==> config.mk <==
export PLATFORM = sky130hd
export DESIGN_NAME = noise_shaped_requantizer_24bit_core
export DESIGN_NICKNAME = d
export VERILOG_FILES = /design/src/design/nsrq_pkg.sv /design/src/design/nsrq_datapath.sv /design/src/design/noise_shaped_requantizer_24bit_core.sv
export SDC_FILE = /design/constraint.sdc
export NUM_CORES = 1
export LEC_CHECK = 0
export BUFFER_PORTS_ARGS = -buffer_cell sky130_fd_sc_hd__buf_2
export CORE_MARGIN = 2
export CORE_UTILIZATION = 35
export CTS_BUF_LIST = sky130_fd_sc_hd__clkbuf_2
export CTS_CLUSTER_DIAMETER = 40
export DETAILED_ROUTE_END_ITERATION = 12
export HOLD_SLACK_MARGIN = 0.05
export SYNTH_ARGS = -nofsm -noshare
export SYNTH_HDL_FRONTEND = slang
export SYNTH_SLANG_ARGS = --single-unit
==> constraint.sdc <==
create_clock -name clk_i -period 21 [get_ports clk_i]
set_input_delay 4.2 -clock clk_i [delete_from_list [all_inputs] [get_ports clk_i]]
set_output_delay 4.2 -clock clk_i [all_outputs]
set_load 0.1 [all_outputs]
==> src/design/nsrq_pkg.sv <==
// package for the noise-shaped 24-bit requantizer
// widths, limits, result type and the 40-bit saturation helper; no dependencies
package nsrq_pkg;

  localparam int FRACTION_BITS_DEF = 8;
  localparam int SAMPLE_W          = 32;
  localparam int QUANT_W           = 24;
  localparam int STATE_W           = 40;
  // working width with headroom for the sums before saturation
  localparam int CALC_W            = 44;
  localparam int CLIP_LIMIT        = 8388600;

  localparam logic signed [CALC_W-1:0] STATE_MAX =
    CALC_W'((64'sd1 <<< (STATE_W - 1)) - 64'sd1);
  localparam logic signed [CALC_W-1:0] STATE_MIN =
    CALC_W'(-(64'sd1 <<< (STATE_W - 1)));
  localparam logic signed [CALC_W-1:0] CLIP_POS = CALC_W'(CLIP_LIMIT);
  localparam logic signed [CALC_W-1:0] CLIP_NEG = CALC_W'(-CLIP_LIMIT);

  typedef struct packed {
    logic signed [QUANT_W-1:0] quantized;
    logic                      clipped;
  } nsrq_result_t;

  function automatic logic signed [STATE_W-1:0] sat_state(
    input logic signed [CALC_W-1:0] v
  );
    logic signed [CALC_W-1:0] r;
    if (v > STATE_MAX) begin
      r = STATE_MAX;
    end else if (v < STATE_MIN) begin
      r = STATE_MIN;
    end else begin
      r = v;
    end
    return r[STATE_W-1:0];
  endfunction

endpackage

==> src/design/nsrq_datapath.sv <==
// noise-shaping state registers and the single-pass update of one item
// depends on nsrq_pkg
module nsrq_datapath import nsrq_pkg::*; #(
  parameter int FRACTION_BITS = FRACTION_BITS_DEF
) (
  input  logic                       clk_i,
  input  logic                       rst_ni,
  input  logic                       fire_i,
  input  logic signed [SAMPLE_W-1:0] sample_i,
  output nsrq_result_t               result_o
);

  localparam int SHL = (FRACTION_BITS >= 8) ? FRACTION_BITS - 8 : 0;
  localparam int SHR = (FRACTION_BITS < 8) ? 8 - FRACTION_BITS : 0;

  logic signed [STATE_W-1:0] prev_q, prev_d;
  logic signed [STATE_W-1:0] older_q, older_d;
  logic signed [STATE_W-1:0] acc_q, acc_d;

  logic signed [STATE_W-1:0] x;
  logic signed [CALC_W-1:0]  adj;
  logic signed [STATE_W-1:0] prev_sat;
  logic signed [CALC_W-1:0]  twice;
  logic signed [CALC_W-1:0]  rhs;
  logic                      round_up;
  logic signed [CALC_W-1:0]  floor_v;
  logic signed [CALC_W-1:0]  outv;
  logic signed [CALC_W-1:0]  acc_sum;
  logic signed [STATE_W-1:0] acc_sat;
  logic                      clip_hi, clip_lo;

  always_comb begin
    // input scaled to fixed point below the 24-bit lsb
    x        = (STATE_W'(sample_i) <<< SHL) >>> SHR;
    adj      = CALC_W'(prev_q) - CALC_W'(acc_q >>> 3);
    prev_sat = sat_state(adj);
    twice    = CALC_W'(prev_sat) + CALC_W'(prev_sat);
    rhs      = CALC_W'(x) + CALC_W'(older_q);
    round_up = twice < rhs;
    floor_v  = CALC_W'(prev_sat) >>> FRACTION_BITS;
    outv     = floor_v + {{(CALC_W-1){1'b0}}, round_up};
    acc_sum  = CALC_W'(acc_q) + (outv <<< FRACTION_BITS) - CALC_W'(x);
    acc_sat  = sat_state(acc_sum);
    clip_hi  = outv > CLIP_POS;
    clip_lo  = outv < CLIP_NEG;

    result_o.clipped = clip_hi | clip_lo;
    if (clip_hi) begin
      result_o.quantized = CLIP_POS[QUANT_W-1:0];
    end else if (clip_lo) begin
      result_o.quantized = CLIP_NEG[QUANT_W-1:0];
    end else begin
      result_o.quantized = outv[QUANT_W-1:0];
    end

    prev_d  = x;
    older_d = prev_sat;
    // halve the accumulator after saturation when the output clips
    acc_d   = (clip_hi | clip_lo) ? (acc_sat >>> 1) : acc_sat;
  end

  always_ff @(posedge clk_i or negedge rst_ni) begin
    if (!rst_ni) begin
      prev_q  <= '0;
      older_q <= '0;
      acc_q   <= '0;
    end else if (fire_i) begin
      prev_q  <= prev_d;
      older_q <= older_d;
      acc_q   <= acc_d;
    end
  end

endmodule

==> src/design/noise_shaped_requantizer_24bit_core.sv <==
// top level of the noise-shaped 24-bit requantizer
// input register, datapath and result register; depends on nsrq_pkg, nsrq_datapath
//
//   channel  | handshake                     | payload
//   ---------+-------------------------------+------------------------
//   sample   | sample_valid_i / sample_ready_o | sample_i (32, signed)
//   result   | result_valid_o / result_ready_i | quantized_o (24, signed), clipped_o
//
// one item per clock sustained while results are taken; an item is accepted into the input
// register and is processed into the result register once that register is empty or
// being emptied, and its result is offered from there.
// the loop through the accumulator and older sample (subtract, saturate, compare,
// add, saturate) is the longest path.
// reset clears the state and the valid flags of the input and result registers.
// a stalled result holds; with the result stalled and the input register full the
// input ready drops, and the input register keeps accepting while the result
// register empties in the same cycle.
module noise_shaped_requantizer_24bit_core import nsrq_pkg::*; #(
  parameter int FRACTION_BITS = FRACTION_BITS_DEF
) (
  input  logic                       clk_i,
  input  logic                       rst_ni,
  input  logic                       sample_valid_i,
  output logic                       sample_ready_o,
  input  logic signed [SAMPLE_W-1:0] sample_i,
  output logic                       result_valid_o,
  input  logic                       result_ready_i,
  output logic signed [QUANT_W-1:0]  quantized_o,
  output logic                       clipped_o
);

  logic                       in_valid_q;
  logic signed [SAMPLE_W-1:0] in_sample_q;
  logic                       out_valid_q;
  nsrq_result_t               out_q;
  nsrq_result_t               result;
  logic                       fire;

  // item moves from the input register into the result register
  assign fire           = in_valid_q & (~out_valid_q | result_ready_i);
  assign sample_ready_o = ~in_valid_q | fire;

  nsrq_datapath #(
    .FRACTION_BITS(FRACTION_BITS)
  ) u_datapath (
    .clk_i   (clk_i),
    .rst_ni  (rst_ni),
    .fire_i  (fire),
    .sample_i(in_sample_q),
    .result_o(result)
  );

  always_ff @(posedge clk_i or negedge rst_ni) begin
    if (!rst_ni) begin
      in_valid_q  <= 1'b0;
      out_valid_q <= 1'b0;
    end else begin
      if (sample_ready_o) begin
        in_valid_q <= sample_valid_i;
      end
      if (fire) begin
        out_valid_q <= 1'b1;
      end else if (result_ready_i) begin
        out_valid_q <= 1'b0;
      end
    end
  end

  always_ff @(posedge clk_i) begin
    if (sample_ready_o && sample_valid_i) begin
      in_sample_q <= sample_i;
    end
    if (fire) begin
      out_q <= result;
    end
  end

  assign result_valid_o = out_valid_q;
  assign quantized_o    = out_q.quantized;
  assign clipped_o      = out_q.clipped;

endmodule
== After elaboration in Yosys (flattened, before gate mapping) ==
Cells that the tools add are included.

* $lt $le $gt $ge: 7
* Reductions and logical operators: 3
* Add/subtract/negate cells: 6
* Bitwise logic cells: 6
* Muxes and demuxes: 8

{| class="wikitable"
|+ Operators with widths
! operator !! count
|-
| $mux 40 || 4
|-
| $gt 44x40->1 const B || 1
|-
| $lt 44x40->1 const B || 1
|-
| $lt 44x44->1 || 1
|-
| $sub 42x32->43 || 1
|-
| $add 40x41->42 || 1
|-
| $add 32x40->41 || 1
|-
| $add 40x40->41 || 1
|-
| $gt 38x40->1 const B || 1
|-
| $lt 38x40->1 const B || 1
|-
| $mux 39 || 1
|-
| $sub 32x37->38 || 1
|-
| $add 32x2->33 || 1
|-
| $gt 33x24->1 const B || 1
|-
| $lt 33x24->1 const B || 1
|-
| $mux 24 || 1
|-
| $or 1x1->1 || 3
|-
| $mux 1 || 2
|-
| $not 1->1 || 2
|-
| $reduce_bool 2->1 || 1
|-
| $reduce_or 2->1 || 1
|-
| $and 1x1->1 || 1
|-
| $logic_and 1x1->1 || 1
|}

* Input port bits: 36
* Word-level logic and storage cells: 39
* Flip-flop bits (word level): 171
* Output and inout port bits: 27

== Depth between registers and ports, before layout ==
* Depth after elaboration: 13
* Mapped depth: 53
* Depth with buffers taken out: 48

== Hierarchy ==
A second synthesis with hierarchy kept.

* Cell total of the unflattened synthesis: 1848
* Area total of the unflattened synthesis: 17017.6 sq um

{| class="wikitable"
|+ Modules (own cells, without submodules)
! module !! area each (sq um) !! sequential area each (sq um) !! cells each !! times used
|-
| nsrq_datapath || 15202.1 || 2777.7 || 1783 || 1
|-
| noise_shaped_requantizer_24bit_core || 1815.5 || 1761.7 || 65 || 1
|}

== Worst setup path after synthesis ==
Ideal clock, no wire load.

* Path type: flip-flop to flip-flop
* Start point: register in_sample_q[0]
* End point: register u_datapath.acc_q[26]
* Period minus slack after synthesis: 10.580 ns
* Data required time: 20.872 ns
* Arrival: 10.452 ns
* Slack: 10.420 ns
* Setup time: 0.128 ns
* Cell stages (with the launch flop): 51
* Buffers on the path: 4
* Cell sequence: edfxtp_1 ha_1 fa_1 a21o_1 a21oi_1 o21a_1 o311ai_0 a21oi_1 o21ai_0 a2111oi_0 o21bai_1 a21o_1 a21boi_0 inv_1 a21o_1 a21oi_1 xor2_1 ha_1 [15 not listed] inv_1 and2_1 xnor2_1 fa_1 ha_1 a21o_1 a21o_1 a21o_1 a211oi_1 a211o_1 nor3_1 a31oi_1 nand2b_1 clkbuf_1 clkbuf_1 nor2_1 o21ai_0 nand3_1

* Word-level cells in the longest chain between the ends: 9
* Elaborated cells between the ends (all ways): 13
* Those cells by class: add/sub (4); order compare (5); mux (3); bitwise (1)

{| class="wikitable"
|+ RTL lines
! what !! line !! text
|-
| start: declaration || noise_shaped_requantizer_24bit_core.sv:33 || <nowiki>logic signed [SAMPLE_W-1:0] in_sample_q;</nowiki>
|-
| start signal: assignment || noise_shaped_requantizer_24bit_core.sv:71 || <nowiki>in_sample_q <= sample_i;</nowiki>
|-
| $add 32x40->41 || nsrq_datapath.sv:38 || <nowiki>rhs = CALC_W'(x) + CALC_W'(older_q);</nowiki>
|-
| $lt 44x44->1 || nsrq_datapath.sv:39 || <nowiki>round_up = twice < rhs;</nowiki>
|-
| $add 32x2->33 || nsrq_datapath.sv:41 || <nowiki>outv = floor_v + {{(CALC_W-1){1'b0}}, round_up};</nowiki>
|-
| $add 40x41->42 || nsrq_datapath.sv:42 || <nowiki>acc_sum = CALC_W'(acc_q) + (outv <<< FRACTION_BITS) - CALC_W'(x);</nowiki>
|-
| $sub 42x32->43 || nsrq_datapath.sv:42 ||
|-
| $lt 44x40->1 || nsrq_pkg.sv:31 || <nowiki>end else if (v < STATE_MIN) begin</nowiki>
|-
| $mux 40 || nsrq_pkg.sv:31 ||
|-
| $mux 40 || nsrq_pkg.sv:29 || <nowiki>if (v > STATE_MAX) begin</nowiki>
|-
| $mux 39 (*) || nsrq_datapath.sv:59 || <nowiki>acc_d = (clip_hi | clip_lo) ? (acc_sat >>> 1) : acc_sat;</nowiki>
|-
| end signal: assignment || nsrq_datapath.sv:66 || <nowiki>acc_q <= '0;</nowiki>
|-
| end signal: assignment || nsrq_datapath.sv:70 || <nowiki>acc_q <= acc_d;</nowiki>
|-
| end: declaration || nsrq_datapath.sv:18 || <nowiki>logic signed [STATE_W-1:0] acc_q, acc_d;</nowiki>
|}

Every way passes the cells marked *; elsewhere a longest branch is shown, timed or not.
A chain may end at the register's enable or synchronous reset.

== Worst setup path in the final report ==
* Start point: register in_sample_q[0]
* End point: register u_datapath.acc_q[22]

The elaborated chain is that of the path after synthesis.

==> results.json <==
{
  "status": "complete, no violations",
  "root_buffer": "clkbuf_2",
  "cp_max_fo": 45,
  "cts.repair.resized": 0,
  "fillerInstances": 4789,
  "rr_startpoint": "in_sample_q[0]$_DFFE_PP_",
  "drt-initial-drc-count": 1628,
  "grt_pass1_vias": 14300,
  "synth_edf_count": 57,
  "die-area_um2": 48300,
  "tightest_slew_ns": 1.17,
  "syn_inst": 1939,
  "nNetsFinal": 2195,
  "skew_ns": 0.0509,
  "yosysUniqueCellTypes": 81,
  "crit_arrival_ns": 14.14,
  "drv_slew": 0,
  "die_w_um": 220,
  "critPathLaunchType": "flip-flop",
  "antenna_found_initial": 2,
  "crit_required_ns": 22.07,
  "finalSetupViolCount": 0,
  "crit_buf_inv": 3,
  "hpwl_um": 38900,
  "syn_area_per_cell_um2": 8.41,
  "synth_area_um2": 16300,
  "finalCritPeriodShare": 0.623,
  "grt_max_degree": 113,
  "routedWlPerCell_um": 19.4,
  "drive_gt1_frac": 0.0777,
  "cts_buffers": 17,
  "drv_cap": 0,
  "area_growth_pct": 7.00,
  "yosysWarningCount": 0,
  "synthTopCellsByCount": "nand2_1, ha_1, o21ai_0",
  "firstDrtPassIters": 6,
  "grt_pass1_wl_um": 79600,
  "synth.most_common_cell": "nand2_1",
  "clk_pin_slew_worst_paths_ns": 0.31,
  "core-area_um2": 46300,
  "timing.fmax_mhz": 76.5,
  "critical_path.startpoint": "in_sample_q[0]$_DFFE_PP_",
  "end_kind": "flip-flop",
  "setup_slack_ns": 7.92,
  "via_per_inst": 5.68,
  "hp-class": "reg2reg",
  "rsz0062_at_grt": "false",
  "drcViolationCount": 0,
  "syn_nets": 2178,
  "wl_um": 50100,
  "cts_hold_buf": 0,
  "slowest_delay_ns": 0.83,
  "finalHoldViolCount": 0,
  "fin_crit_ns": 13.08,
  "place.gp.congestion": 0.952,
  "overflow": 0,
  "cts_tree": "built",
  "synth_seq_cells": 170,
  "async_reset_ff_frac": 0.665,
  "rows": 79,
  "ys.flop_type": "dfrtp_1",
  "hold_ws_ns": 0.520,
  "post_cts_buffers": 0,
  "slew_headroom": 0.200,
  "ios": 63,
  "yosys.area.top_type_share": 0.173,
  "min-delay-start": "u_datapath.older_q[16]$_DFFE_PN0P_",
  "final_cell_area_um2": 17500,
  "placed_area_um2": 17200,
  "antenna_left": 0,
  "htreeDepth": 4,
  "die_y_um": 220,
  "clock-sinks": 170,
  "yosys.area.top_type": "dfrtp_1",
  "start_util": 0.353,
  "place_ws_ns": 8.16,
  "crit_path_top_delay_cell": "nor4_1",
  "io_buffer_count": 62,
  "crit_top_cell": "a21oi_1",
  "worstSetupPathType": "reg2reg",
  "via_count": 14600,
  "worstSkewPairLatency_ns": 1.10,
  "finalSetupTns_ns": 0,
  "track_usage": 0.214,
  "seq_area_frac_synth": 0.278,
  "ys_top_cells_by_area": "dfrtp_1, ha_1, edfxtp_1",
  "path_delay_family": "simple AND/OR/NAND/NOR gates",
  "cts.path.max_buffers": 2
}
## stage by stage
stage / util / cells
floorplan: - / 1939
global placement: 0.372 / 2544
detailed placement: 0.372 / 2544
CTS: 0.377 / 2576
global route: 0.377 / 2579
finish: 0.377 / 2579
## kinds of logic after synthesis
family | share of synthesized area
xor gates and xnor gates | 0.0580
buffers and inverters | 0.0529
adders and majority gates | 0.172
and+or+nand+nor | 0.199
AOI/OAI and AO/OA | 0.236
DFF | 0.278
muxes | 0.00330
## cells in the final DEF, fill, tap and decap left out, drive strengths merged, types with 10 or more instances in the layout
| cell | count |
|---|---|
| nor2 | 112 |
| o31ai | 11 |
| nand3 | 47 |
| a21o | 109 |
| inv | 138 |
| o21ai | 157 |
| nor3 | 50 |
| a31oi | 14 |
| clkbuf | 17 |
| a211oi | 20 |
| o21bai | 10 |
| and3 | 17 |
| nor2b | 19 |
| nor4 | 17 |
| and4 | 10 |
| nor3b | 11 |
| nand2b | 29 |
| ha | 167 |
| or4 | 11 |
| a21oi | 118 |
| dfrtp | 113 |
| or3 | 38 |
| o211ai | 11 |
| o221ai | 21 |
| edfxtp | 57 |
| nand2 | 221 |
| a211o | 13 |
| o21a | 34 |
| nand4 | 32 |
| xor2 | 45 |
| xnor2 | 63 |
| and2 | 17 |
| fa | 36 |
| buf | 84 |
## registers in the layout, indices dropped and copies added (netlist names)
| register | count |
|---|---|
| clipped_o | 1 |
| u_datapath.older_q | 39 |
| result_valid_o | 1 |
| u_datapath.acc_q | 40 |
| u_datapath.prev_q | 32 |
| in_valid_q | 1 |
| in_sample_q | 32 |
| quantized_o | 24 |
## layout make-up
type / instances / area, um2 / area share
repair buffers: 84 / 478 / 0.0274
flip-flops and latches: 170 / 4540 / 0.260
diodes: 3 / 7.51 / 0.000430
inverters: 130 / 488 / 0.0280
clock inverters: 15 / 156 / 0.00896
clock buffers: 17 / 85.1 / 0.00488
well taps: 607 / 759 / 0.0435
multi-input cells: 1553 / 10900 / 0.627
## routing by layer
metal | part of all wire | global-route usage | vias to the layer above
met1 | 0.49 | 0.304 | 7075
met4 | 0.022 | 0.0673 | 0
met5 | 0 | 0 | -
li1 | - | - | 7085
met3 | 0.060 | 0.0489 | 62
met2 | 0.43 | 0.321 | 417
## final timing paths
kind                            cells past startpoint                            endpoint  slack, ns
worst max-delay path                               45    u_datapath.acc_q[22]$_DFFE_PN0P_       7.92
max in group asynchronous                           2   u_datapath.prev_q[19]$_DFFE_PN0P_      16.47
min in group asynchronous                           1     u_datapath.acc_q[9]$_DFFE_PN0P_       3.14
worst min register to register                      2  u_datapath.older_q[16]$_DFFE_PN0P_       0.52
worst max register to register                     45    u_datapath.acc_q[22]$_DFFE_PN0P_       7.92
worst min-delay path                                2  u_datapath.older_q[16]$_DFFE_PN0P_       0.52
## worst min-delay path: stages (launching register included)
cell     delay (ns)
dfrtp_1        0.41
nand2_1        0.05
nand2_1        0.05
Power is left out: the tool's default activity adds up to more than one toggle a clock period on the data nets, which glitch-free logic cannot reach.
